## config.mk

```make
export PLATFORM = sky130hd
export DESIGN_NAME = hcv_peaks
export DESIGN_NICKNAME = d
export VERILOG_FILES = /design/src/rtl/hcv_pkg.sv /design/src/rtl/hcv_peaks.sv
export SDC_FILE = /design/constraint.sdc
export NUM_CORES = 1
export LEC_CHECK = 0
export BUFFER_PORTS_ARGS = -buffer_cell sky130_fd_sc_hd__buf_2
export CORE_MARGIN = 2
export CORE_UTILIZATION = 62
export DETAILED_ROUTE_END_ITERATION = 10
export MAX_ROUTING_LAYER = met4
export PLACE_DENSITY = 0.8
export SKIP_LAST_GASP = 1
export SYNTH_ARGS = -nofsm -noshare
export SYNTH_HDL_FRONTEND = slang
export SYNTH_SLANG_ARGS = --single-unit
```

## constraint.sdc

```tcl
create_clock -name clock -period 6.3 [get_ports clock]
set_clock_uncertainty 0.2 [all_clocks]
set_input_delay 0.315 -clock clock [delete_from_list [all_inputs] [get_ports clock]]
set_output_delay 0.315 -clock clock [all_outputs]
set_load 0.01 [all_outputs]
```

## src/rtl/hcv_pkg.sv

```systemverilog
package hcv_pkg;

   // Frame and accumulator geometry
   localparam int MAX_ROWS     = 64;
   localparam int MAX_COLS     = 64;
   localparam int RADIUS_BINS  = 64;
   localparam int ANGLE_STEPS  = 100;
   localparam int RADIUS_STEPS = 100;
   localparam int MAX_PEAKS    = 16;

   localparam int POS_W   = 6;
   localparam int BIN_W   = 6;
   localparam int ADDR_W  = 2 * POS_W + BIN_W;
   localparam int CELLS   = 1 << ADDR_W;
   localparam int DIM_W   = 7;
   localparam int VOTE_W  = 16;
   localparam int THR_W   = 16;
   localparam int ANG_W   = $clog2(ANGLE_STEPS);
   localparam int T_W     = $clog2(RADIUS_STEPS);
   localparam int REM_W   = $clog2(RADIUS_STEPS);
   localparam int NUMR_MAX = (MAX_ROWS < MAX_COLS ? MAX_ROWS : MAX_COLS) / 2 + 1;
   localparam int NUMR_W  = $clog2(NUMR_MAX + 1);
   localparam int FRAC_R  = 16;
   localparam int RQ_W    = BIN_W + FRAC_R;
   localparam int TRIG_W  = 16;
   localparam int PROD_W  = RQ_W + 1 + TRIG_W;
   localparam int FRAC_BITS = 30;
   localparam int D_W     = PROD_W + 1;
   localparam int C_W     = POS_W + 4;
   localparam int SLOT_W  = (MAX_PEAKS > 1) ? $clog2(MAX_PEAKS) : 1;
   localparam int CNT_W   = $clog2(MAX_PEAKS + 1);
   localparam int MIN_BIN = 2;
   localparam int BIN_SEP = 2;
   localparam logic [VOTE_W-1:0] VOTE_MAX = '1;

   localparam int CSR_IDX_W  = 2;
   localparam int CSR_DATA_W = 16;

   localparam longint PI_HALF_Q30     = 64'sd1686629713;
   localparam longint CORDIC_GAIN_Q30 = 64'sd652032875;

   typedef enum logic [CSR_IDX_W-1:0] {
      CSR_ROWS      = 2'd0,
      CSR_COLS      = 2'd1,
      CSR_THRESHOLD = 2'd2,
      CSR_PEAKS     = 2'd3
   } csr_index_type;

   typedef enum logic [2:0] {
      ST_CLEAR,
      ST_IDLE,
      ST_VOTE,
      ST_SCAN_RD,
      ST_SCAN_CHK,
      ST_SEARCH,
      ST_UPDATE,
      ST_EMIT
   } state_type;

   typedef struct packed {
      logic [15:0] pixel_value;
      logic        last_pixel;
   } req_payload_type;

   typedef struct packed {
      logic [5:0]  center_row;
      logic [5:0]  center_col;
      logic [5:0]  radius;
      logic [15:0] votes;
      logic        last;
   } rsp_payload_type;

   typedef struct packed {
      logic vote_start;
      logic sweep_read;
      logic sweep_clear;
      logic sweep_next;
      logic pos_advance;
      logic pos_reset;
   } accum_cmd_type;

   typedef struct packed {
      logic vote_busy;
      logic sweep_last;
      logic cell_hit;
   } accum_status_type;

   typedef struct packed {
      logic search_start;
      logic search_step;
      logic update;
      logic emit_start;
      logic emit_load;
      logic slots_clear;
   } peak_cmd_type;

   typedef struct packed {
      logic idx_last;
      logic emit_last;
      logic rsp_free;
   } peak_status_type;

   typedef struct packed {
      logic [POS_W-1:0]  row;
      logic [POS_W-1:0]  col;
      logic [BIN_W-1:0]  bin;
      logic [VOTE_W-1:0] votes;
   } cell_type;

   typedef logic signed [TRIG_W-1:0] trig_table_type [ANGLE_STEPS];
   typedef logic [RQ_W-1:0]  step_q_table_type [NUMR_MAX + 1];
   typedef logic [REM_W-1:0] step_r_table_type [NUMR_MAX + 1];

   function automatic longint shr_trunc(input longint v, input int s);
      return (v >= 0) ? (v >>> s) : -((-v) >>> s);
   endfunction

   function automatic longint atan_q30(input int i);
      longint r;
      case (i)
         0:       r = 64'sd843314857;
         1:       r = 64'sd497837830;
         2:       r = 64'sd263043837;
         3:       r = 64'sd133525160;
         4:       r = 64'sd67021712;
         5:       r = 64'sd33543516;
         6:       r = 64'sd16775851;
         7:       r = 64'sd8388437;
         8:       r = 64'sd4194283;
         9:       r = 64'sd2097149;
         default: r = 64'sd1 <<< (30 - i);
      endcase
      return r;
   endfunction

   function automatic longint q30_to_q14(input longint v);
      longint w;
      w = (v < 0) ? 64'sd0 : v;
      return (w + 64'sd32768) >>> 16;
   endfunction

   // Integer CORDIC over the angle within its quadrant, then quadrant symmetry.
   function automatic trig_table_type build_trig(input bit want_sin);
      trig_table_type tbl;
      longint x, y, z, dx, dy, c, s, r;
      int quad, rem;
      for (int a = 0; a < ANGLE_STEPS; a++) begin
         quad = (4 * a) / ANGLE_STEPS;
         rem  = 4 * a - quad * ANGLE_STEPS;
         z = PI_HALF_Q30 * longint'(rem) / ANGLE_STEPS;
         x = CORDIC_GAIN_Q30;
         y = 0;
         for (int i = 0; i < 30; i++) begin
            dx = shr_trunc(y, i);
            dy = shr_trunc(x, i);
            if (z >= 0) begin
               x = x - dx;
               y = y + dy;
               z = z - atan_q30(i);
            end else begin
               x = x + dx;
               y = y - dy;
               z = z + atan_q30(i);
            end
         end
         c = q30_to_q14(x);
         s = q30_to_q14(y);
         case (quad & 3)
            0:       r = want_sin ? s : c;
            1:       r = want_sin ? c : -s;
            2:       r = want_sin ? -s : -c;
            default: r = want_sin ? -c : s;
         endcase
         tbl[a] = TRIG_W'(r);
      end
      return tbl;
   endfunction

   // Radius increment per sample, split into whole steps and a remainder.
   function automatic step_q_table_type build_step_q();
      step_q_table_type tbl;
      for (int n = 0; n <= NUMR_MAX; n++) begin
         tbl[n] = RQ_W'((longint'(n) <<< FRAC_R) / RADIUS_STEPS);
      end
      return tbl;
   endfunction

   function automatic step_r_table_type build_step_r();
      step_r_table_type tbl;
      for (int n = 0; n <= NUMR_MAX; n++) begin
         tbl[n] = REM_W'((longint'(n) <<< FRAC_R) % RADIUS_STEPS);
      end
      return tbl;
   endfunction

   localparam trig_table_type   COS_TABLE    = build_trig(1'b0);
   localparam trig_table_type   SIN_TABLE    = build_trig(1'b1);
   localparam step_q_table_type STEP_Q_TABLE = build_step_q();
   localparam step_r_table_type STEP_R_TABLE = build_step_r();

endpackage

```

## src/rtl/hcv_peaks.sv

```systemverilog
module hcv_peaks (
   input  logic                      clock,
   input  logic                      reset,
   input  hcv_pkg::peak_cmd_type     cmd,
   input  hcv_pkg::cell_type         scan_cell,
   input  logic [hcv_pkg::CNT_W-1:0] peak_k,
   output hcv_pkg::peak_status_type  status,
   input  logic                      rsp_ready,
   output logic                      rsp_valid,
   output hcv_pkg::rsp_payload_type  rsp_payload
);
   import hcv_pkg::*;

   logic [SLOT_W-1:0] idx_ff, idx_in, m_ff, m_in;
   logic              min_used_ff, min_used_in;
   logic [VOTE_W-1:0] min_votes_ff, min_votes_in;
   logic [BIN_W-1:0]  mprev_ff, mprev_in, last_rad_ff, last_rad_in;
   cell_type          cell_ff;

   logic [MAX_PEAKS-1:0] used_ff;
   logic [VOTE_W-1:0]    slot_votes_ff  [MAX_PEAKS];
   logic [POS_W-1:0]     slot_row_ff    [MAX_PEAKS];
   logic [POS_W-1:0]     slot_col_ff    [MAX_PEAKS];
   logic [BIN_W-1:0]     slot_radius_ff [MAX_PEAKS];
   logic [CNT_W-1:0]     filled_ff;

   logic              rd_used;
   logic [VOTE_W-1:0] rd_votes;
   logic [BIN_W-1:0]  rd_radius, diff;
   logic              distinct, take;
   logic [CNT_W-1:0]  idx_next;

   logic            rsp_valid_ff, rsp_valid_in;
   rsp_payload_type rsp_payload_ff, rsp_payload_in;

   always_comb begin
      rd_used   = used_ff[idx_ff];
      rd_votes  = slot_votes_ff[idx_ff];
      rd_radius = slot_radius_ff[idx_ff];
      idx_next  = CNT_W'(idx_ff) + CNT_W'(1);
      status.idx_last  = (idx_next == peak_k);
      status.emit_last = (filled_ff == '0) || (idx_next == filled_ff);
      status.rsp_free  = !rsp_valid_ff || rsp_ready;
   end

   // One slot is examined per cycle; the first slot with the lowest count wins,
   // an empty slot counting as lower than any used one.
   always_comb begin
      idx_in       = idx_ff;
      m_in         = m_ff;
      min_used_in  = min_used_ff;
      min_votes_in = min_votes_ff;
      mprev_in     = mprev_ff;
      last_rad_in  = last_rad_ff;
      if (cmd.search_start || cmd.emit_start) begin
         idx_in = '0;
      end else if (cmd.search_step) begin
         idx_in      = idx_ff + 1'b1;
         last_rad_in = rd_radius;
         if (idx_ff == '0) begin
            m_in         = '0;
            min_used_in  = rd_used;
            min_votes_in = rd_votes;
         end else if (min_used_ff && (!rd_used || (rd_votes < min_votes_ff))) begin
            m_in         = idx_ff;
            min_used_in  = rd_used;
            min_votes_in = rd_votes;
            mprev_in     = last_rad_ff;
         end
      end else if (cmd.emit_load) begin
         idx_in = idx_ff + 1'b1;
      end
   end

   always_comb begin
      diff     = (mprev_ff > cell_ff.bin) ? mprev_ff - cell_ff.bin : cell_ff.bin - mprev_ff;
      distinct = (m_ff == '0) || (diff > BIN_W'(BIN_SEP));
      take     = cmd.update && (!min_used_ff || (cell_ff.votes > min_votes_ff)) && distinct;
   end

   always_comb begin
      rsp_valid_in   = rsp_valid_ff && !rsp_ready;
      rsp_payload_in = rsp_payload_ff;
      if (cmd.emit_load) begin
         rsp_valid_in = 1'b1;
         if (filled_ff == '0) begin
            rsp_payload_in      = '0;
            rsp_payload_in.last = 1'b1;
         end else begin
            rsp_payload_in.center_row = slot_row_ff[idx_ff];
            rsp_payload_in.center_col = slot_col_ff[idx_ff];
            rsp_payload_in.radius     = slot_radius_ff[idx_ff];
            rsp_payload_in.votes      = slot_votes_ff[idx_ff];
            rsp_payload_in.last       = status.emit_last;
         end
      end
   end

   always_ff @(posedge clock) begin
      if (reset) begin
         used_ff      <= '0;
         filled_ff    <= '0;
         idx_ff       <= '0;
         rsp_valid_ff <= 1'b0;
      end else begin
         idx_ff       <= idx_in;
         rsp_valid_ff <= rsp_valid_in;
         if (cmd.slots_clear) begin
            used_ff   <= '0;
            filled_ff <= '0;
         end else if (take) begin
            used_ff[m_ff] <= 1'b1;
            if (!min_used_ff) begin
               filled_ff <= filled_ff + 1'b1;
            end
         end
      end
   end

   always_ff @(posedge clock) begin
      m_ff           <= m_in;
      min_used_ff    <= min_used_in;
      min_votes_ff   <= min_votes_in;
      mprev_ff       <= mprev_in;
      last_rad_ff    <= last_rad_in;
      rsp_payload_ff <= rsp_payload_in;
      if (cmd.search_start) begin
         cell_ff <= scan_cell;
      end
      if (take) begin
         slot_votes_ff[m_ff]  <= cell_ff.votes;
         slot_row_ff[m_ff]    <= cell_ff.row;
         slot_col_ff[m_ff]    <= cell_ff.col;
         slot_radius_ff[m_ff] <= cell_ff.bin;
      end
   end

   assign rsp_valid   = rsp_valid_ff;
   assign rsp_payload = rsp_payload_ff;

endmodule

```

* Word level (Yosys, flattened, before mapping) *
Memory sizes are Yosys's and may differ from the RTL's. A register that Yosys moved wholly into a read port is not among the register bits.
Index checks and enable logic that the tools add are counted.

cells by class
  add/subtract/negate cells = 5
  $mul = 0
  div/mod/pow operators = 0
  magnitude comparators = 7
  eq/ne operators = 2
  shift operators = 0
  muxes and demuxes = 19
  bitwise logic cells = 4
  reduce and logical (&&, ||, !) cells = 26

operators with widths
  cell                                                                number
  two-way mux 16 bit                                                  2
  two-way mux 4 bit                                                   7
  > comparator 16 bit                                                 1
  < comparator 16 bit                                                 1
  bitwise OR 16 bit                                                   1
  subtractor 6 bit                                                    2
  equality test 5 bit                                                 2
  < comparator 4 x 5 -> 1 bit (second input constant)                 2
  logical NOT 4 bit                                                   2
  two-way mux 1 bit                                                   7
  > comparator 6 x 2 -> 1 bit (second input constant)                 1
  > comparator 6 bit                                                  1
  logical OR 1 bit                                                    6
  two-way mux 6 bit                                                   1
  adder 4 x 1 -> 5 bit (second input constant)                        1
  adder 5 x 1 -> 5 bit (second input constant)                        1
  logical AND 1 bit                                                   5
  logical NOT 5 bit                                                   1
  adder 4 x 1 -> 4 bit (second input constant)                        1
  binary-select mux 1 bit (select 4 bit)                              1
  demux 1 bit (select 4 bit)                                          1
  greater-or-equal comparator 4 x 1 -> 1 bit (second input constant)  1
  logical NOT 1 bit                                                   4
  AND reduction 2 bit                                                 2
  other kinds (5)                                                     9

word-level totals
  register bits after elaboration = 116
  bits in latches = 0
  bits in writable memories = 544
  bits in read-only memories = 0
  input port bits = 48
  output and inout port bits = 39
  word-level logic and storage cells = 83
  memories kept = 4

memory list
  memory          depth  width  rd ports  clocked after memory_dff  write ports  line             text
  slot_votes_ff   16     16     1         1                         1            hcv_peaks.sv:21  logic [VOTE_W-1:0] slot_votes_ff [MAX_PEAKS];
  slot_col_ff     16     6      1         1                         1            hcv_peaks.sv:23  logic [POS_W-1:0] slot_col_ff [MAX_PEAKS];
  slot_radius_ff  16     6      1         1                         1            hcv_peaks.sv:24  logic [BIN_W-1:0] slot_radius_ff [MAX_PEAKS];
  slot_row_ff     16     6      1         1                         1            hcv_peaks.sv:22  logic [POS_W-1:0] slot_row_ff [MAX_PEAKS];

* Depth between registers and ports, before layout *
  word-level depth = 7
  gate-level depth with buffers = 14
  mapped depth without buffers = 12

* Least setup slack after synthesis *
Ideal clock, no wire load.

  path kind = register to register
  from = register cell_ff[16] in the netlist's numbering
  to = memory slot_col_ff[1][0], enable pin
  arrival time = 4.491 ns
  path slack = 1.161 ns
  stages on the path, launching flop included = 12
  path buffers = 1
  period minus slack after synthesis = 5.139 ns
  path through = edfxtp_1 -> ha_1 -> inv_1 -> fa_1 -> a21o_1 -> a221oi_4 -> o221a_1 -> a21oi_1 -> xnor2_1 -> a41o_1 -> buf_6 -> nor4_2

on the way
  longest elaborated chain between the ends = 7
  elaborated cells between the ends (all ways) = 9

RTL lines
  item                                                    line              text
  from (decl)                                             hcv_peaks.sv:18   cell_type cell_ff;
  from (signal assigned)                                  hcv_peaks.sv:128  cell_ff <= scan_cell;
  subtractor 6 bit or > comparator 6 bit (tied branches)  hcv_peaks.sv:76   diff = (mprev_ff > cell_ff.bin) ? mprev_ff - cell_ff.bin : cell_ff.bin - mprev_ff;
  two-way mux 6 bit *                                     hcv_peaks.sv:76
  > comparator 6 x 2 -> 1 bit *                           hcv_peaks.sv:77   distinct = (m_ff == '0) || (diff > BIN_W'(BIN_SEP));
  logical OR 1 bit *                                      hcv_peaks.sv:77
  logical AND 1 bit *                                     hcv_peaks.sv:78   take = cmd.update && (!min_used_ff || (cell_ff.votes > min_votes_ff)) && distinct;
  two-way mux 1 bit *                                     hcv_peaks.sv:130  if (take) begin
  two-way mux 1 bit (not written as such) *               hcv_peaks.sv:133  slot_col_ff[m_ff] <= cell_ff.col;
  to (decl)                                               hcv_peaks.sv:23

Every way passes the cells marked *; elsewhere a longest branch is shown, timed or not.

* Worst setup path in the final report *
  from = register cell_ff[16] in the netlist's numbering
  to = memory slot_radius_ff[11][3], enable pin

on the way
  longest elaborated chain between the ends = 7
  elaborated cells between the ends (all ways) = 9

RTL lines
  item                                                    line              text
  subtractor 6 bit or > comparator 6 bit (tied branches)  hcv_peaks.sv:76
  two-way mux 6 bit *                                     hcv_peaks.sv:76
  > comparator 6 x 2 -> 1 bit *                           hcv_peaks.sv:77
  logical OR 1 bit *                                      hcv_peaks.sv:77
  logical AND 1 bit *                                     hcv_peaks.sv:78
  two-way mux 1 bit *                                     hcv_peaks.sv:130
  two-way mux 1 bit (not written as such) *               hcv_peaks.sv:134  slot_radius_ff[m_ff] <= cell_ff.bin;
  to (decl)                                               hcv_peaks.sv:24

Marks and branches as above.

==> impl_results.md <==
- TritonRoute pass-1 iters: 7
- Min-Delay Path Class: in -> reg
- Per-cell routed wire length: 30.3 um
- Outcome: finished, final reports clean
- Area growth syn-to-layout: 14.2%
- CP endpoint kind: flip-flop
- WP buf/inv: 2
- R2r setup slk: 1.05 ns
- Worst Max-Slew Pin Slew: 1.36 ns
- Design area: 30200 um^2
- DRC Markers: 0
- Die Y: 211 um
- Synth area leader: edfxtp_1
- Final hold viol count: 0
- Final period utilization: 83.3%
- Hold Path Cell Cnt: 2
- Worst EP required: 6.35 ns
- Largest stage delay, worst path: 1.12 ns
- Synth Instances: 1212
- Clk_lat worst skew: 0.58 ns
- CTS sink cnt: 676
- Leak pwr: 9.86 nW
- HP Start: cmd[5]
- Synthesis-stage register bit count: 676
- Max-cap violations: 0
- Cells after DPL: 1821
- Combinational power share: 3.3%
- Setup CP Type: reg -> reg
- Deepest clock path buffer count: 3
- Slew Viols, Final: 0
- Iteration-0 DRC Markers: 1550
- Unrepaired setup endpoints after global routing: false
- Slowest stage cell, crit path: nor3_4
- Ant. Diodes: 0
- Most used flip-flop cell after synthesis: edfxtp_1
- Initial Util: 62.9%
- Die X: 211 um
- Final setup vio count: 0
- Vias in the first global route: 13800
- Tot Pwr: 9.23 mW
- Post-CTS Resized: 0
- Period minus WS final: 5.25 ns
- Detail Route Antenna Nets: 0
- Worst Hold End: cell_ff[7]
- Maximum vdd drop: 330 uV
- Fin Setup TNS: 0 ns
- Area contributors post-synth: edfxtp_1 73%, mux4_2 15%, dfxtp_1 2.3%
- Largest net degree at the start of global routing: 46
- Clock Root Buffer: clkbuf_16
- First-pass GRT wire length: 89200 um
- Sw power: 1.89 mW
- CTS buffer count: 66
- Number of synthesized flops with an enable pin: 646
- Reg2reg end: slot_radius_ff[11][3]
- Syn nets: 1308
- Final GP Congestion: 0.910
- Clock Pin Slew Worst Setup and Hold Paths: 0.06 ns
- Total grt overflow: 0
- CTS tree: yes
- Non-Filler Instances: 1976
- CP max FO: 25
- Final WL: 59800 um
- Worst path cell trace: ha_1 -> inv_1 -> fa_1 -> a21o_1 -> a221oi_4 -> nor2_2 -> mux2i_1 -> xnor2_1 -> a41o_2 -> nor3_4 -> buf_4
- GRT Resource Usage Total: 29.1%
- Synth Cell Area: 26400 um^2
- Top Ports: 87
- H-tree depth: 3
- Clk pwr share: 41.1%
- Internal cell power: 7.34 mW
- Worst EP arrival: 5.30 ns
- Critical path startpoint category: flip-flop
- Die area: 44300 um^2
- Final layout net count: 1486
- Register area share after synthesis: 75.6%
- Core box area: 42000 um^2
- Via count: 13100
- Synth top area share: 73.4%
- Relative slew margins: 8.88%
- Post-CTS Setup Repair Bufs: 0
- Initial antenna violation count: 0
- Cell family contributing the most delay on the critical path: compound AO/OA/AOI/OAI gates
- Area after DPL: 27700 um^2
- Yosys warns: 0
- Hold Slack: 0.215 ns
- Routed vias/inst: 6.64
- # rows: 75
- Dpl hpwl: 33600 um
- Post-synth ARST share: 0%
- Upper clock frequency limit: 191 MHz
- Post-synth cell types: 52
- Flop pwr share: 55.6%
- R2R cell count: 11
- Port bufs: 86
- PwrDens: 306 nW/um^2
- Net Sw Frac: 20.4%
- Average cell area after synthesis: 21.8 um^2
- Crit Reg-Reg Startpoint: cell_ff[16]
- Fraction of layout cells with a size suffix above 1: 28.9%
-- per-layer routing --
metal / part of all wire, % / vias up / global-route usage (%) / wire (um)
met5: 0 / - / - / 0
met4: 2.8 / 0 / 8.81 / 1660
met3: 8.6 / 116 / 5.14 / 5120
met2: 49 / 733 / 45.6 / 29600
met1: 39 / 6892 / 40.2 / 23500
li1: - / 5384 / - / -
-- registers in the layout (all words and copies together), names as in the netlist, named ones only --
register / flops
slot_radius_ff: 96
rsp_valid: 1
slot_col_ff: 96
cell_ff: 34
slot_row_ff: 96
min_used_ff: 1
idx_ff: 4
slot_votes_ff: 256
m_ff: 4
rsp_payload: 35
min_votes_ff: 16
last_rad_ff: 6
used_ff: 16
mprev_ff: 6
filled_ff: 5
-- worst max-delay path by stage --
stage | to | start | slack, ns | cells after the start
2_1_floorplan | slot_col_ff[1][0] | cell_ff[16] | 1.16 | 11
3_3_place_gp | slot_radius_ff[11][4] | cell_ff[16] | 1.33 | 11
3_5_place_dp | slot_votes_ff[11][9] | cell_ff[17] | 1.11 | 10
4_1_cts | slot_radius_ff[11][3] | cell_ff[16] | 1.08 | 11
5_1_grt | slot_votes_ff[9][4] | cell_ff[16] | 0.76 | 11
6_report | slot_radius_ff[11][3] | cell_ff[16] | 1.05 | 11
-- power groups by stage --
stage | Clock, mW | Sequential (mW) | Combinational [mW]
2_1_floorplan | 0 | 5.17 | 0.173
3_3_place_gp | 0 | 5.21 | 0.266
3_5_place_dp | 0 | 5.23 | 0.275
4_1_cts | 3.83 | 5.13 | 0.299
5_1_grt | 4.00 | 5.14 | 0.321
6_report | 3.80 | 5.13 | 0.301
-- kinds of logic (layout without fill, tap and decap cells) --
logic type / count (synthesis) / after routing / synth area share [%]
XOR/XNOR: 14 / 14 / 0.464
AO/OA/AOI/OAI: 90 / 90 / 2.31
flip-flops: 676 / 676 / 75.6
adder cells (fa/ha/maj): 48 / 48 / 2.33
AND/OR/NAND/NOR: 119 / 119 / 2.87
buffers and inverters: 88 / 313 / 1.39
multiplexers: 177 / 177 / 15.0
-- per-stage QoR --
stage / worst slack, ns / util (%)
final: 1.05 / 71.8
after global routing: 0.759 / 71.8
after CTS: 1.08 / 71.8
after detailed placement: 1.11 / 66.0
after global placement: 1.33 / 66.0
after floorplan: 1.16 / -
-- area by class of cell --
class,instances,area [um^2]
sequential,676,20000
fill,2331,11900
multi-input combinational,448,6190
clock buffer,89,1850
timing repair buffer,161,1120
tap,539,674
clock inverter,26,205
inverter,37,139
-- cells in the final DEF (no fill, tap or decap), types with 3 or more instances in the layout --
| cell type | count |
|---|---|
| edfxtp_1 | 646 |
| mux4_2 | 175 |
| buf_2 | 86 |
| clkbuf_16 | 69 |
| ha_1 | 46 |
| dlygate4sd3_1 | 40 |
| inv_1 | 36 |
| nor2b_1 | 36 |
| buf_4 | 33 |
| dfxtp_1 | 25 |
| a21oi_1 | 24 |
| o21a_1 | 16 |
| clkbuf_1 | 15 |
| a21o_1 | 14 |
| nor2_1 | 14 |
| nor3_4 | 12 |
| nand2_1 | 10 |
| o21ai_1 | 10 |
| clkinv_1 | 10 |
| o21ai_0 | 9 |
| clkinv_2 | 9 |
| nand2b_1 | 8 |
| xnor2_1 | 8 |
| or3_1 | 7 |
| xor2_1 | 6 |
| nand4_1 | 6 |
| clkbuf_8 | 5 |
| a211oi_1 | 3 |
| nand3_1 | 3 |
| nor4_4 | 3 |
| dfxtp_4 | 3 |
| bufinv_16 | 3 |
-- cell usage after synthesis (all sizes together), types with 3 or more instances --
library cell and count:
nor3 14, mux4 175, or3 7, inv 37, a21oi 24, nor2 16
ha 46, a21o 14, nor4 4, nand2 10, or2 3, nand2b 8
nand4 6, buf 19, xor2 6, xnor2 8, a41o 3, o21ai 19
nand3 3, edfxtp 646, nor2b 36, clkbuf 32, a211oi 3, o21a 16
dfxtp 30
-- what timing repair did --
item,4_1_cts,5_1_grt
hold buffers,40,0
setup endpoints to repair,0,0
hold endpoints to repair,49,0
Power figures use the tool's default switching activity.
