`config.mk`:
```
export PLATFORM = sky130hd
export DESIGN_NAME = hcv_ctrl
export DESIGN_NICKNAME = d
export VERILOG_FILES = /design/src/rtl/hcv_pkg.sv /design/src/rtl/hcv_ctrl.sv
export SDC_FILE = /design/constraint.sdc
export NUM_CORES = 1
export LEC_CHECK = 0
export BUFFER_PORTS_ARGS = -buffer_cell sky130_fd_sc_hd__buf_2
export CORE_MARGIN = 5
export CORE_UTILIZATION = 33
export DETAILED_ROUTE_END_ITERATION = 10
export PLACE_DENSITY_LB_ADDON = 0.25
export SLEW_MARGIN = 20
export SYNTH_ARGS = -nofsm -noshare
export SYNTH_HDL_FRONTEND = slang
export SYNTH_SLANG_ARGS = --single-unit
```
`constraint.sdc`:
```
create_clock -name clock -period 3.12 [get_ports clock]
set_input_delay 0.312 -clock clock [delete_from_list [all_inputs] [get_ports clock]]
set_output_delay 0.312 -clock clock [all_outputs]
set_load 0.01 [all_outputs]
```
`src/rtl/hcv_pkg.sv`:
```
package hcv_pkg;

   // Frame and accumulator geometry
   localparam int MAX_ROWS     = 64;
   localparam int MAX_COLS     = 64;
   localparam int RADIUS_BINS  = 64;
   localparam int ANGLE_STEPS  = 100;
   localparam int RADIUS_STEPS = 100;
   localparam int MAX_PEAKS    = 16;

   localparam int POS_W   = 6;
   localparam int BIN_W   = 6;
   localparam int ADDR_W  = 2 * POS_W + BIN_W;
   localparam int CELLS   = 1 << ADDR_W;
   localparam int DIM_W   = 7;
   localparam int VOTE_W  = 16;
   localparam int THR_W   = 16;
   localparam int ANG_W   = $clog2(ANGLE_STEPS);
   localparam int T_W     = $clog2(RADIUS_STEPS);
   localparam int REM_W   = $clog2(RADIUS_STEPS);
   localparam int NUMR_MAX = (MAX_ROWS < MAX_COLS ? MAX_ROWS : MAX_COLS) / 2 + 1;
   localparam int NUMR_W  = $clog2(NUMR_MAX + 1);
   localparam int FRAC_R  = 16;
   localparam int RQ_W    = BIN_W + FRAC_R;
   localparam int TRIG_W  = 16;
   localparam int PROD_W  = RQ_W + 1 + TRIG_W;
   localparam int FRAC_BITS = 30;
   localparam int D_W     = PROD_W + 1;
   localparam int C_W     = POS_W + 4;
   localparam int SLOT_W  = (MAX_PEAKS > 1) ? $clog2(MAX_PEAKS) : 1;
   localparam int CNT_W   = $clog2(MAX_PEAKS + 1);
   localparam int MIN_BIN = 2;
   localparam int BIN_SEP = 2;
   localparam logic [VOTE_W-1:0] VOTE_MAX = '1;

   localparam int CSR_IDX_W  = 2;
   localparam int CSR_DATA_W = 16;

   localparam longint PI_HALF_Q30     = 64'sd1686629713;
   localparam longint CORDIC_GAIN_Q30 = 64'sd652032875;

   typedef enum logic [CSR_IDX_W-1:0] {
      CSR_ROWS      = 2'd0,
      CSR_COLS      = 2'd1,
      CSR_THRESHOLD = 2'd2,
      CSR_PEAKS     = 2'd3
   } csr_index_type;

   typedef enum logic [2:0] {
      ST_CLEAR,
      ST_IDLE,
      ST_VOTE,
      ST_SCAN_RD,
      ST_SCAN_CHK,
      ST_SEARCH,
      ST_UPDATE,
      ST_EMIT
   } state_type;

   typedef struct packed {
      logic [15:0] pixel_value;
      logic        last_pixel;
   } req_payload_type;

   typedef struct packed {
      logic [5:0]  center_row;
      logic [5:0]  center_col;
      logic [5:0]  radius;
      logic [15:0] votes;
      logic        last;
   } rsp_payload_type;

   typedef struct packed {
      logic vote_start;
      logic sweep_read;
      logic sweep_clear;
      logic sweep_next;
      logic pos_advance;
      logic pos_reset;
   } accum_cmd_type;

   typedef struct packed {
      logic vote_busy;
      logic sweep_last;
      logic cell_hit;
   } accum_status_type;

   typedef struct packed {
      logic search_start;
      logic search_step;
      logic update;
      logic emit_start;
      logic emit_load;
      logic slots_clear;
   } peak_cmd_type;

   typedef struct packed {
      logic idx_last;
      logic emit_last;
      logic rsp_free;
   } peak_status_type;

   typedef struct packed {
      logic [POS_W-1:0]  row;
      logic [POS_W-1:0]  col;
      logic [BIN_W-1:0]  bin;
      logic [VOTE_W-1:0] votes;
   } cell_type;

   typedef logic signed [TRIG_W-1:0] trig_table_type [ANGLE_STEPS];
   typedef logic [RQ_W-1:0]  step_q_table_type [NUMR_MAX + 1];
   typedef logic [REM_W-1:0] step_r_table_type [NUMR_MAX + 1];

   function automatic longint shr_trunc(input longint v, input int s);
      return (v >= 0) ? (v >>> s) : -((-v) >>> s);
   endfunction

   function automatic longint atan_q30(input int i);
      longint r;
      case (i)
         0:       r = 64'sd843314857;
         1:       r = 64'sd497837830;
         2:       r = 64'sd263043837;
         3:       r = 64'sd133525160;
         4:       r = 64'sd67021712;
         5:       r = 64'sd33543516;
         6:       r = 64'sd16775851;
         7:       r = 64'sd8388437;
         8:       r = 64'sd4194283;
         9:       r = 64'sd2097149;
         default: r = 64'sd1 <<< (30 - i);
      endcase
      return r;
   endfunction

   function automatic longint q30_to_q14(input longint v);
      longint w;
      w = (v < 0) ? 64'sd0 : v;
      return (w + 64'sd32768) >>> 16;
   endfunction

   // Integer CORDIC over the angle within its quadrant, then quadrant symmetry.
   function automatic trig_table_type build_trig(input bit want_sin);
      trig_table_type tbl;
      longint x, y, z, dx, dy, c, s, r;
      int quad, rem;
      for (int a = 0; a < ANGLE_STEPS; a++) begin
         quad = (4 * a) / ANGLE_STEPS;
         rem  = 4 * a - quad * ANGLE_STEPS;
         z = PI_HALF_Q30 * longint'(rem) / ANGLE_STEPS;
         x = CORDIC_GAIN_Q30;
         y = 0;
         for (int i = 0; i < 30; i++) begin
            dx = shr_trunc(y, i);
            dy = shr_trunc(x, i);
            if (z >= 0) begin
               x = x - dx;
               y = y + dy;
               z = z - atan_q30(i);
            end else begin
               x = x + dx;
               y = y - dy;
               z = z + atan_q30(i);
            end
         end
         c = q30_to_q14(x);
         s = q30_to_q14(y);
         case (quad & 3)
            0:       r = want_sin ? s : c;
            1:       r = want_sin ? c : -s;
            2:       r = want_sin ? -s : -c;
            default: r = want_sin ? -c : s;
         endcase
         tbl[a] = TRIG_W'(r);
      end
      return tbl;
   endfunction

   // Radius increment per sample, split into whole steps and a remainder.
   function automatic step_q_table_type build_step_q();
      step_q_table_type tbl;
      for (int n = 0; n <= NUMR_MAX; n++) begin
         tbl[n] = RQ_W'((longint'(n) <<< FRAC_R) / RADIUS_STEPS);
      end
      return tbl;
   endfunction

   function automatic step_r_table_type build_step_r();
      step_r_table_type tbl;
      for (int n = 0; n <= NUMR_MAX; n++) begin
         tbl[n] = REM_W'((longint'(n) <<< FRAC_R) % RADIUS_STEPS);
      end
      return tbl;
   endfunction

   localparam trig_table_type   COS_TABLE    = build_trig(1'b0);
   localparam trig_table_type   SIN_TABLE    = build_trig(1'b1);
   localparam step_q_table_type STEP_Q_TABLE = build_step_q();
   localparam step_r_table_type STEP_R_TABLE = build_step_r();

endpackage

```
`src/rtl/hcv_ctrl.sv`:
```
module hcv_ctrl (
   input  logic                      clock,
   input  logic                      reset,
   input  logic                      req_valid,
   input  logic                      req_last,
   input  logic                      pix_votes,
   output logic                      req_ready,
   input  hcv_pkg::accum_status_type acc_status,
   output hcv_pkg::accum_cmd_type    acc_cmd,
   input  hcv_pkg::peak_status_type  pk_status,
   output hcv_pkg::peak_cmd_type     pk_cmd
);
   import hcv_pkg::*;

   state_type state_ff, state_in;
   logic      last_ff, last_in;
   logic      accept;

   assign accept = req_valid && (state_ff == ST_IDLE);

   always_comb begin
      last_in = accept ? req_last : last_ff;
   end

   always_comb begin
      state_in = state_ff;
      unique case (state_ff)
         ST_CLEAR: begin
            if (acc_status.sweep_last) state_in = ST_IDLE;
         end
         ST_IDLE: begin
            if (accept) begin
               if (pix_votes)     state_in = ST_VOTE;
               else if (req_last) state_in = ST_SCAN_RD;
            end
         end
         ST_VOTE: begin
            if (!acc_status.vote_busy) state_in = last_ff ? ST_SCAN_RD : ST_IDLE;
         end
         ST_SCAN_RD: state_in = ST_SCAN_CHK;
         ST_SCAN_CHK: begin
            if (acc_status.cell_hit)        state_in = ST_SEARCH;
            else if (acc_status.sweep_last) state_in = ST_EMIT;
            else                            state_in = ST_SCAN_RD;
         end
         ST_SEARCH: begin
            if (pk_status.idx_last) state_in = ST_UPDATE;
         end
         ST_UPDATE: state_in = acc_status.sweep_last ? ST_EMIT : ST_SCAN_RD;
         ST_EMIT: begin
            if (pk_status.rsp_free && pk_status.emit_last) state_in = ST_IDLE;
         end
         default: state_in = ST_IDLE;
      endcase
   end

   always_comb begin
      req_ready = 1'b0;
      acc_cmd   = '0;
      pk_cmd    = '0;
      unique case (state_ff)
         ST_CLEAR: begin
            acc_cmd.sweep_clear = 1'b1;
            acc_cmd.sweep_next  = 1'b1;
         end
         ST_IDLE: begin
            req_ready = 1'b1;
            if (accept) begin
               if (pix_votes)     acc_cmd.vote_start  = 1'b1;
               else if (req_last) acc_cmd.pos_reset   = 1'b1;
               else               acc_cmd.pos_advance = 1'b1;
            end
         end
         ST_VOTE: begin
            if (!acc_status.vote_busy) begin
               if (last_ff) acc_cmd.pos_reset   = 1'b1;
               else         acc_cmd.pos_advance = 1'b1;
            end
         end
         ST_SCAN_RD: acc_cmd.sweep_read = 1'b1;
         ST_SCAN_CHK: begin
            if (acc_status.cell_hit) begin
               pk_cmd.search_start = 1'b1;
            end else begin
               acc_cmd.sweep_next = 1'b1;
               pk_cmd.emit_start  = acc_status.sweep_last;
            end
         end
         ST_SEARCH: pk_cmd.search_step = 1'b1;
         ST_UPDATE: begin
            pk_cmd.update      = 1'b1;
            acc_cmd.sweep_next = 1'b1;
            pk_cmd.emit_start  = acc_status.sweep_last;
         end
         ST_EMIT: begin
            if (pk_status.rsp_free) begin
               pk_cmd.emit_load   = 1'b1;
               pk_cmd.slots_clear = pk_status.emit_last;
            end
         end
         default: ;
      endcase
   end

   always_ff @(posedge clock) begin
      if (reset) begin
         state_ff <= ST_CLEAR;
         last_ff  <= 1'b0;
      end else begin
         state_ff <= state_in;
         last_ff  <= last_in;
      end
   end

endmodule
```
Word-level counts from Yosys, hierarchy flattened
Cells that the tools add are included.
- register bits after elaboration: 4
- word-level logic and storage cells: 55
- input bits: 11
- equal/unequal tests: 13
- reduce and logical (&&, ||, !) cells: 5
- multiplexer cells: 35
- operators with widths (operator ; number):
    2-to-1 mux 3 bit ; 9
    one-hot mux 3 bit (8 select lines) ; 1
    2-to-1 mux 1 bit ; 16
    == test 3 bit, second input constant ; 4
    2-to-1 mux 2 bit ; 6
    != test 2 bit, second input constant ; 5
    == test 3 x 2 -> 1 bit, second input constant ; 2
    AND reduction 6 bit ; 1
    one-hot mux 1 bit (2 select lines) ; 2
    one-hot mux 2 bit (2 select lines) ; 1
    == test 3 x 1 -> 1 bit, second input constant ; 1
    zero test 3 bit ; 1
    != test 3 bit, second input constant ; 1
    logical AND 1 bit ; 2
    OR reduction 2 bit ; 1

Logic depth before layout (Yosys ltp)
Gate-level depths: netlist of the first run.
- depth after elaboration: 4
- depth in mapped cells: 6
- depth with buffers taken out: 4

Least setup slack after synthesis of the first run
OpenSTA, ideal clock, no wires.
- path type: flip-flop to output port
- start: register state_ff[1]
- end: output port pk_cmd[0] (netlist bit)
- required time: 2.808 ns
- setup slack: 1.646 ns
- cell stages (with the launch flop): 5
- data arrival time: 1.162 ns
- path through: dfxtp_1 > buf_2 > clkbuf_1 > and3_1 > and2_1
- RTL lines (element ; RTL line ; text):
    from (decl) ; hcv_ctrl.sv:15 ; state_type state_ff, state_in;
    from (signal assigned) ; hcv_ctrl.sv:110 ; state_ff <= state_in;
    to (decl) ; hcv_ctrl.sv:11 ; output hcv_pkg::peak_cmd_type pk_cmd

==> results by stage, run 1 <==
Run status:
- The run finished with clean final reports.

Power:
- VDD sags by at most 307 uV.
- The design draws 0.000495 W.
- The analysis attributes to cell leakage a power of 0.308 nW.
- The power per cell area is 835 nW/um2.

Min path:
- The worst hold path begins at reset.
- Along the worst hold path, the cell count comes to 2.
- The worst hold path class is in -> reg.
- The endpoint of the worst hold path is last_ff.

Logic synthesis:
- The count of flip-flops with a built-in enable after synthesis is 0.
- Averaged over all synthesized cells, the footprint is 7.04 um2.
- The number of nets in the synthesized netlist is 78.
- In the post-synthesis netlist, the biggest area contributors are dfxtp_1 17%, and3_1 6.6%, nor2_1 6.4%.
- The synthesized design spends more area on one cell type than any other, namely dfxtp_1.
- For this run, asynchronously set or reset flops after synthesis account for 0.
- Synthesis produced 67 cells.
- The leading register cell type out of synthesis is dfxtp_1.
- The area share of the leading cell type in the synthesized netlist is 0.170.
- During synthesis, Yosys emitted a total of 0 warnings.
- The mapped netlist covers 472 um2.
- The sequential share of the synthesized area is 0.170.
- The synthesized netlist contains 34 unique library cells.
- The flop and latch count out of synthesis is 4.

Flow run:
- The number of maximum-capacitance constraint violations is 0.

Floorplanning:
- The count of boundary I/O pins is 24.
- The standard-cell row count is 13.
- The placeable core region is 1330 um2.
- The initial utilization of the core area, before any placement, comes to 0.354.
- The die is 47.8 um wide.
- The die outline height is 47.8 um.
- The die covers 2290 um2.

Clock network:
- The TritonCTS clock tree is yes.
- Counting along the longest clock path gives a buffer depth of 2.
- The number of setup buffers added after CTS is 0.
- The clock net sink count is 4.
- The number of buffers created by CTS is 3.
- Once the clock tree was built, the resizer swapped 0 gates to a different size.
- Clock latency on the worst-skew pair, taken at its later pin, is 0.23 ns.
- The number of hold buffers added after CTS is 0.
- In this run the clock root is driven by a clkbuf_4.
- The depth of the CTS H-tree is 1.
- The clock-pin transition on the worst setup and hold timing paths is 0.04 ns.

GRT:
- Entering global routing, the biggest net connects 21 pins.
- The via count of the first global-routing pass was 472.
- The total routing resource utilization after global routing is 0.116.
- The initial antenna violation count is 0.
- For this run the aggregate overflow at the end of global routing stands at 0.
- The first global-routing pass estimated 1.87 mm of wire.

Cells and area:
- In the layout the commonest cells are 23 x buf_2, 8 x nor2_1, 7 x nand2_1.
- The share of final-layout standard cells stronger than drive strength 1 is 0.345.
- The leading cell type in the layout, fill and taps excluded is buf_2.
- Excluding fillers, the count of instances in the completed layout stands at 102.
- Compared with the post-synthesis result, the final layout area differs by 25.7%.
- The total number of nets in the final design is 100.
- The number of diodes is 0.

Critical path:
- The maximum fanout encountered on the critical timing path is 19.
- Walking the worst path, the cells encountered are nand2b_1 -> nor3_1 -> a22o_1 -> buf_2.
- By startpoint and endpoint, the worst setup path is classified as reg -> out.
- The largest single stage delay on the critical path is 0.68 ns.
- The highest-delay cell along the critical path is dfxtp_1.
- The worst endpoint required time is 2.81 ns.
- The critical path buffer and inverter count is 1.
- The worst register-to-register path has a depth of 4.
- The endpoint identified for the worst register-to-register timing path is state_ff[0].
- STA puts the critical path data arrival time at 1.68 ns.
- The cell family contributing the most delay on the critical path is flip-flops.
- Across all register-to-register paths, the minimum setup slack is 1.46 ns.
- The worst setup path is launched from a register.
- The type of destination of the critical path is a primary output.
- The launch point of the worst reg-to-reg path is state_ff[0].

Place:
- In this run, placement finished with an instance count of 99.
- The worst slack at placement is 1.37 ns.
- The routability congestion estimate is 0.752.
- The number of input and output port buffers inserted is 23.
- The HPWL after detailed placement is 907 um.

Routing:
- The count of vias placed by the detailed router is 542.
- The pre-antenna-repair detailed-routing pass consisted of 4 iterations.
- After the first detailed-routing iteration, the DRC count stood at 14.
- Once detail routing completed, the nets flagged for antenna violations numbered 0.
- Dividing the detail-routed via count by the number of cells gives 5.31.
- The total detailed-routing wirelength is 1.18 mm.
- The final routed DRC violation total is 0.
- After detailed routing, the average wire length per cell comes to 11.6 um.

STA:
- The total count of hold-check failures in the final report is 0.
- Of the available clock period, the critical path in the final layout requires 0.638.
- Setup slack closes at 1.13 ns.
- On the final layout, the worst clock skew is 0.00331 ns.
- Hold is met by 0.295 ns.
- The slew at the pin with the worst max-slew slack is 0.581 ns.
- For this run, the top clock speed supported by timing is 503 MHz.
- Subtracting the final worst setup slack from the clock period gives 1.99 ns.
- Summed over all failing endpoints, the final setup total negative slack is 0 ns.
- Setup violations remaining at the end of the flow were counted as 0.
- Setup repair after global routing left no endpoint under its margin.
- The total count of max-transition violations in the final report is 0.
- In this run the tightest slew margin relative to its limit is 0.612.
state kept, by name, indices dropped and copies added, names as in the netlist:
signal / count
state_ff: 3
last_ff: 1
per-layer routing:
metal / global-route usage / up-vias / wire, um
li1: - / 277 / -
met1: 0.144 / 244 / 562
met2: 0.179 / 21 / 495
met3: 0.0639 / 0 / 122
met4: 0.0161 / 0 / 0
met5: 0 / - / 0
metrics by stage:
stage	area (um2)	utilization
final	593	0.445
after floorplan	472	-
after detailed placement	571	0.428
after global placement	571	0.428
after CTS	593	0.445
after global routing	593	0.445
synth_stat cells (2+ instances only):
master / number
buf_2: 4
and2_1: 2
nor2b_1: 2
inv_1: 3
nor2_1: 8
nand2b_1: 3
nand2_1: 7
dfxtp_1: 4
nor3_1: 4
and3_1: 5
a22o_1: 2
power by group:
part / switching, W / internal (W) / leakage, nW / total (W)
Sequential: 0.0000823 / 0.0000712 / 0.0329 / 0.000154
Clock: 0.0000204 / 0.0000430 / 0.0138 / 0.0000633
Combinational: 0.000131 / 0.000147 / 0.262 / 0.000278
Total: 0.000234 / 0.000261 / 0.308 / 0.000495
worst register-to-register path: stages (launching register included):
cell     delay, ns
dfxtp_1       0.66
mux2_4        0.36
or2_1         0.22
a21oi_2       0.19
o311a_1       0.18
cells by family (layout without fill, tap and decap cells):
logic type,count (synthesis),count (layout),share of synthesized area
buf+inv,10,30,0.106
xor+xnor,1,1,0.0186
flops,4,4,0.170
simple gates,36,36,0.411
mux,2,2,0.0530
compound gates,14,14,0.241
area by class of cell:
type,instances,area (um2)
timing repair buffer,23,115
fill,159,741
tap,15,18.8
multi-input combinational,53,342
inverter,4,15.0
clock buffer,3,22.5
sequential,4,80.1
worst max-delay path by stage:
stage                 from    endpoint  slack [ns]  depth (start not counted)
4_1_cts        state_ff[1]  acc_cmd[1]        1.12                          4
3_5_place_dp   state_ff[1]  acc_cmd[1]        1.37                          4
6_report       state_ff[1]  acc_cmd[1]        1.13                          4
3_3_place_gp   state_ff[2]  acc_cmd[0]        1.38                          4
5_1_grt        state_ff[1]  acc_cmd[0]        0.97                          4
2_1_floorplan  state_ff[1]   pk_cmd[0]        1.65                          4
(Power assumes the default switching activity.)
==> run 2, diff against run 1 <==
ABC_AREA = 1   (was default)
clock period = 1.8 ns   (was 3.12 ns; I/O delays follow)
==> run 2 against run 1 <==
  * Sequential cell count did not move
  * Cell count rose by 26%
  * Clock power rose by 72%
  * Setup slack got worse by 0.99 ns
  * Global-route usage fell by 0.45 points
  * Sequential share of layout area fell by 0.65 points
  * Combinational power rose by 78%
  * Die area rose by 4.6%
  * Worst hold slack got worse by 0.16 ns
  * Critical path type unchanged
  * Critical endpoint is now acc_cmd[0]
  * Largest power group unchanged
==> results by stage, run 2 <==
Logic synthesis:
- Synthesis produced a netlist with a net count of 101.
- Ranked by total cell area, the synthesized netlist is headed by dfxtp_1 16%, nand2_1 16%, nor2_1 14%.
- In the post-synthesis netlist, the cell with the most instances is nand2_1.
- The count of flip-flops with a built-in enable after synthesis is 0.
- Sorting the synthesized cells by how often they occur yields 21 x nand2_1, 18 x nor2_1, 13 x inv_1, 12 x nand3_1, 4 x dfxtp_1.
- The post-synth design cell area is 499 um2.
- After synthesis, the share of flip-flops with an asynchronous set or reset is 0.
- The mean instance size in the synthesized netlist is 5.55 um2.
- The largest total area in the synthesized netlist belongs to dfxtp_1.
- The sequential share of the synthesized area is 0.160.
- Synthesis handed over a netlist of 90 instances.
- The most used flip-flop cell after synthesis is dfxtp_1.
- The Yosys step of the flow raised 0 warnings.
- The flop and latch count out of synthesis is 4.
- The area share of the leading cell type in the synthesized netlist is 0.160.
- The synthesized netlist contains 18 unique library cells.

Floorplanning:
- The count of boundary I/O pins is 24.
- The horizontal extent of the die is 48.9 um.
- The placeable core region is 1470 um2.
- Row generation in the floorplan step produced 14 rows.
- The die covers 2390 um2.
- The starting density of the core is 0.339.
- The die outline height is 48.9 um.

Routing:
- Across all layers, the routed design uses 605 vias.
- For this block, the routed nets add up to 1.28 mm of wire.
- After detailed routing, the number of remaining DRC violations is 0.
- The count of antenna-violating nets left after detailed routing is 0.
- The average via count per standard cell is 4.69.
- The length of the first detailed-routing pass in iterations is 4.
- In the final routed layout, each cell accounts on average for 9.91 um.
- In this run, the number of DRC markers left after iteration 0 of detailed routing was 10.

Place:
- The total placed instance area is 601 um2.
- The post-placement cell count is 126.
- The number of input and output port buffers inserted is 23.
- Before CTS, the worst setup slack after placement is 0.375 ns.
- The routability congestion estimate is 0.799.
- The HPWL after detailed placement is 1.05 mm.

Power:
- The share of total power dissipated in combinational logic is 0.611.
- The overall power consumption is 0.000810 W.
- The share of total power dissipated in the clock network is 0.134.
- The sequential group share of total power is 0.255.
- For this design the total switching power over the nets is 0.000426 W.
- The highest ir drop seen on vdd is 572 uV.
- The switching part of the total is 0.526.
- The cell leakage power is 0.382 nW.
- The power per cell area is 1300 nW/um2.
- The internal power component is 0.000384 W.

Critical path:
- Counting buffers and inverters, the worst setup path is 5 cells deep.
- The type of destination of the critical path is a primary output.
- The endpoint identified for the worst register-to-register timing path is state_ff[0].
- The number of cells on the worst reg-to-reg path is 7.
- The beginning of the critical path is state_ff[0].
- The critical path launch point type is a register.
- Walking the worst path, the cells encountered are nand2_4 -> nor2_4 -> nand3_1 -> o32ai_1 -> buf_2.
- The launch point of the worst reg-to-reg path is state_ff[2].
- The arrival time of the worst setup path is 1.48 ns.
- For the worst setup path, the data required time is 1.62 ns.
- The end point of the critical path is acc_cmd[0].
- For this design, the slowest cell found on the critical path is dfxtp_1.
- The critical path buffer and inverter count is 1.
- The maximum fanout encountered on the critical timing path is 9.
- The type of the setup path with the least slack is reg -> out.
- The setup check on the worst reg-to-reg path leaves a slack of 0.44 ns.
- In this design, the stage delay of the slowest critical-path cell is 0.60 ns.
- In this design, the largest share of critical-path delay is due to flip-flops.

Cells and area:
- Relative to the synthesized area, the layout overhead comes to 24.8%.
- For this run, the number of standard cells in the final layout without fillers is 129.
- The area taken by multi-input logic gates is 319 um2.
- The register with the most flip-flops in the layout has 3 of them.
- In the final layout, the share of cells above drive strength 1 is 0.336.
- The total number of nets in the final design is 126.
- state_ff holds more flip-flops than any other register.
- In the layout the commonest cells are 23 x buf_2, 21 x nand2_1, 18 x nor2_1.
- The sequential standard cell area is 80.1 um2.
- Leaving out fill and tap cells, the most frequent cell in the layout is buf_2.
- In the final layout, the registers with the most flip-flops are state_ff: 3 flops, last_ff: 1 flops.
- With fillers left out, the area of the finished cells amounts to 623 um2.
- The number of filler instances in the final layout is 177.
- The number of diodes is 0.

STA:
- The final period utilization is 0.925.
- The total count of max-transition violations in the final report is 0.
- Measured against its own limit, the worst slew margin works out to 0.684.
- Static timing analysis puts the maximum clock frequency at 601 MHz.
- The clock tree skew after final layout is 0.000436 ns.
- The worst path setup slack after routing is 0.135 ns.
- For the pin with the worst max-slew slack, the measured transition is 0.473 ns.
- Setup violations remaining at the end of the flow were counted as 0.
- Setup repair after global routing left no endpoint under its margin.
- For the finished layout, the period the worst path requires is 1.66 ns.
- The total count of hold-check failures in the final report is 0.
- For the final routed database, the setup TNS stands at 0 ns.

GRT:
- Summed over all layers, the global routing overflow is 0.
- The via count of the first global-routing pass is 531.
- The first global-routing pass estimated 2.16 mm of wire.
- Entering global routing, the biggest net connects 10 pins.
- The initial antenna violation count is 0.
- For this run, the total global-route usage over all layers was measured as 0.111.

Clock network:
- The clock-pin transition on the worst setup and hold timing paths is 0.04 ns.
- The number of setup buffers added after CTS is 0.
- At the later pin of the worst-skew pair, clock insertion delay measures 0.23 ns.
- CTS built an H-tree with a depth of 1.
- Counting the buffers created by CTS gives 3.
- The clock passes through at most 2 buffers.
- For this design, the sink count on the clock tree is 4.
- CTS placed an instance of clkbuf_4 at the clock tree root.
- The number of hold buffers added after CTS is 0.
- TritonCTS built the clock tree.
- The number of gates resized after cts is 0.

Run status:
- The flow ran to the end, and the final reports show no timing, DRC or antenna violations.

Min path:
- The path class of the tightest hold or removal check is in -> reg.

Flow run:
- The tool flagged a number of max-cap violations equal to 0.
-- run 2: changes by cell type in the layout (fill, tap and decap cells not counted), sizes merged, moves of 3 or more --
cell    change
nand3      +13
nand2      +16
and3        -5
and2        -3
nor2       +15
nand2b      -3
inv        +13
-- run 2: cell families (layout without fill, tap and decap cells) --
kind of cell           after synthesis  count (layout)  synth area share
AND/OR/NAND/NOR                     62              62             0.584
buffers and inverters               20              43             0.201
AO/OA/AOI/OAI                        4               4            0.0551
flip-flops                           4               4             0.160
-- run 2: worst min-delay path by stage --
stage                     startpoint  depth (start not counted)  endpoint  slack [ns]
after global placement         reset                          2   last_ff        0.38
after floorplan                reset                          1   last_ff        0.25
after CTS                      reset                          2   last_ff        0.13
after global routing           reset                          2   last_ff        0.13
after detailed placement       reset                          2   last_ff        0.38
final                          reset                          2   last_ff        0.14
-- run 2: power groups by stage --
stage	sequential [W]	clock (W)	combinational, W
2_1_floorplan	0.000130	0	0.000483
3_3_place_gp	0.000209	0	0.000498
3_5_place_dp	0.000209	0	0.000495
4_1_cts	0.000207	0.000115	0.000498
5_1_grt	0.000214	0.000124	0.000563
6_report	0.000206	0.000109	0.000495
-- run 2: cell type report --
class | instances | share of cell area
Multi-Input combinational cell | 66 | 0.512
Sequential cell | 4 | 0.129
Timing Repair Buffer | 23 | 0.185
Inverter | 17 | 0.106
Clock buffer | 3 | 0.0361
Tap cell | 16 | 0.0321
-- run 2: per-stage QoR --
step	hold slack, ns	util
2_1_floorplan	0.249	-
3_3_place_gp	0.380	0.408
3_5_place_dp	0.378	0.408
4_1_cts	0.132	0.423
5_1_grt	0.131	0.423
6_report	0.139	0.423
-- run 2: per-layer routing --
metal / wire (um) / GRT usage / vias to the layer above
li1: - / - / 325
met1: 595 / 0.133 / 252
met2: 574 / 0.176 / 28
met3: 110 / 0.0550 / 0
met4: 0 / 0.0269 / 0
met5: 0 / 0 / -
==> run 3, diff against run 2 <==
BUFFER_PORTS_ARGS = -buffer_cell sky130_fd_sc_hd__buf_4   (was -buffer_cell sky130_fd_sc_hd__buf_2)
CORE_AREA = 5 5 42 44   (was default)
CORE_MARGIN = default   (was 5)
CORE_UTILIZATION = default   (was 33)
DIE_AREA = 0 0 47 49   (was default)
HOLD_SLACK_MARGIN = 0.05   (was default)
==> run 3 against run 2 <==
  * Clock skew rose by 0.00093 ns
  * Sequential power barely moved
  * Register-to-register slack improved by 0.02 ns
  * Clock-buffer cell count did not move
  * Highest routed layer unchanged
  * Sequential share of layout area fell by 1.1 points
  * Largest power group unchanged
  * Critical endpoint unchanged
==> results by stage, run 3 (synthesis results as in run 2) <==
Run status:
- The flow ran to the end, and the final reports show no timing, DRC or antenna violations.

Critical path:
- By startpoint and endpoint, the worst setup path is classified as reg -> out.
- The type of destination of the critical path is a primary output.
- The end of the worst register-to-register path is state_ff[0].
- The worst register-to-register path begins at state_ff[2].
- In this run the worst path has a maximum fanout of 9.
- The arrival time of the worst setup path is 1.47 ns.
- Setup slack on the worst reg-to-reg path comes out at 0.46 ns.
- STA classifies the critical path startpoint as a register.
- The number of cells on the worst reg-to-reg path is 7.
- The worst endpoint required time is 1.62 ns.

Clock network:
- In this run the clock root is driven by a clkbuf_4.
- The depth of the CTS H-tree is 1.
- The number of buffers created by CTS is 3.
- The number of hold buffers added after CTS is 0.
- The tree built by TritonCTS fans out to 4 sinks.
- The maximum clock insertion buffer count is 2.
- The later pin in the worst-skew pair is clocked with a latency of 0.23 ns.
- Buffers added to address setup during post-CTS repair amount to 0.
- The number of gates resized after cts is 0.
- Clock-pin slew was measured on the worst setup and hold paths at 0.03 ns.
- The TritonCTS clock tree is yes.

GRT:
- The initial antenna violation count is 0.
- The total grt overflow is 0.
- Entering global routing, the biggest net connects 10 pins.
- For met2 alone, demand over resource in global routing was 0.172.
- The via count of the first global-routing pass is 544.
- The first global-routing pass estimated 2.08 mm of wire.
- After global routing, the most crowded layer is met2.
- The global-route met1 utilization is 0.160.
- In the global route stage, met3 resource usage came out at 0.0554.
- Across every metal layer, demand over resource in global routing totals 0.120.

Floorplanning:
- The horizontal extent of the die is 47 um.
- The die covers 2300 um2.
- 24 I/O pins were placed.
- For this configuration, the core starts out at a cell density of 0.356.
- After floorplanning, the core was sized to cover 1400 um2.
- After floorplanning, the core was divided into 14 placement rows.
- The die outline height is 49 um.

Cells and area:
- The share of final-layout standard cells stronger than drive strength 1 is 0.336.
- The number of filler instances in the final layout is 161.
- The library cells used most frequently in the layout, excluding fill and tap cells, are 23 x buf_4, 21 x nand2_1, 18 x nor2_1.
- The leading cell type in the layout, fill and taps excluded is buf_4.
- After the flow finishes, the layout carries non-filler instances totaling 129.
- The register with the most flip-flops in the layout has 3 of them.
- 0 antenna diodes ended up in the layout.
- Ranked by flip-flop count, first place goes to state_ff.
- Relative to the synthesized area, the layout overhead comes to 36.3%.
- The total number of nets in the final design is 126.
- The largest registers in the layout are state_ff: 3 flops, last_ff: 1 flops.

Routing:
- The final routed DRC violation total is 0.
- The count of antenna-violating nets left after detailed routing is 0.
- The length of the first detailed-routing pass in iterations is 4.
- The routed wirelength normalized by instance count is 9.67 um.
- The count of vias placed by the detailed router is 597.
- After detailed routing, the total wire length is 1.25 mm.
- The violation count after the first detailed-route iteration is 16.
- The average via count per standard cell is 4.63.

Min path:
- The number of cells on the worst hold path is 2.
- The beginning of the worst hold path is reset.
- The min-delay analysis places its worst path in the category in -> reg.
- The endpoint of the worst hold path is last_ff.

STA:
- The total count of hold-check failures in the final report is 0.
- The worst pin sits at a relative slew slack of 0.686.
- The summed negative setup slack over all endpoints is 0 ns.
- The time the worst path needs with I/O delays and setup is 1.65 ns.
- Setup repair after global routing left no endpoint under its margin.
- Based on the critical path, the design can be clocked at up to 605 MHz.
- Setup violations remaining at the end of the flow were counted as 0.
- The slew at the pin with the worst max-slew slack is 0.470 ns.
- Of the available clock period, the critical path in the final layout requires 0.919.
- The total count of max-transition violations in the final report is 0.
- Across the routed clock network, the largest skew measured is 0.00137 ns.

Place:
- The HPWL after detailed placement is 1.06 mm.
- During placement, the flow inserted port buffers numbering 23.
- Routability-driven placement finished with a final weighted congestion of 0.844.
- The post-placement cell count is 126.

Power:
- Dividing total power by cell area gives a power density of 1240 nW/um2.
- The highest ir drop seen on vdd is 687 uV.
- The cell leakage power is 0.392 nW.

Flow run:
- The tool flagged a number of max-cap violations equal to 0.
-- run 3: cell types whose count changed in the layout (fill, tap and decap cells not counted) --
cell   delta
buf_2    -23
buf_4    +23
-- run 3: worst max path at each step --
stage / from / end / slack (ns) / depth (start not counted)
after floorplan: state_ff[1] / acc_cmd[0] / 0.62 / 6
after global placement: state_ff[0] / acc_cmd[0] / 0.37 / 5
after detailed placement: state_ff[0] / acc_cmd[0] / 0.37 / 5
after CTS: state_ff[0] / acc_cmd[0] / 0.12 / 5
after global routing: state_ff[0] / acc_cmd[0] / 0.01 / 5
final: state_ff[0] / acc_cmd[0] / 0.15 / 5
-- run 3: report_power, final --
| part | total [W] | internal (W) | leakage, nW | switching (W) |
|---|---|---|---|---|
| combinational | 0.000535 | 0.000232 | 0.345 | 0.000303 |
| sequential | 0.000206 | 0.000118 | 0.0330 | 0.0000876 |
| clock | 0.000105 | 0.0000742 | 0.0138 | 0.0000312 |
-- run 3: final cells by class --
type / count / area, um2 / area share
Clock buffer: 3 / 22.5 / 0.0331
Inverter: 17 / 66.3 / 0.0974
Multi-Input combinational cell: 66 / 319 / 0.469
Sequential cell: 4 / 80.1 / 0.118
Tap cell: 16 / 20.0 / 0.0294
Timing Repair Buffer: 23 / 173 / 0.254
-- run 3: stage by stage --
stage | setup WS [ns] | utilization | power (W) | cell area (um2) | hold WS (ns)
global placement | 0.365 | 0.470 | 0.000751 | 658 | 0.360
global route | 0.0105 | 0.486 | 0.000947 | 681 | 0.111
CTS | 0.117 | 0.486 | 0.000862 | 681 | 0.120
finish | 0.147 | 0.486 | 0.000846 | 681 | 0.128
detailed placement | 0.374 | 0.470 | 0.000750 | 658 | 0.364
floorplan | 0.621 | - | 0.000613 | 499 | 0.249
-- run 3: critical path, stage by stage, from the launching register on --
cell and delay [ns]:
dfxtp_1 0.60, nand2_4 0.10, nor2_4 0.14, nand3_1 0.12
o32ai_1 0.12, buf_4 0.17
-- run 3: metal layers --
metal / up-vias / share of wire / routed length (um)
li1: 330 / - / -
met1: 247 / 0.46 / 571
met2: 20 / 0.45 / 557
met3: 0 / 0.096 / 120
met4: 0 / 0 / 0
met5: - / 0 / 0
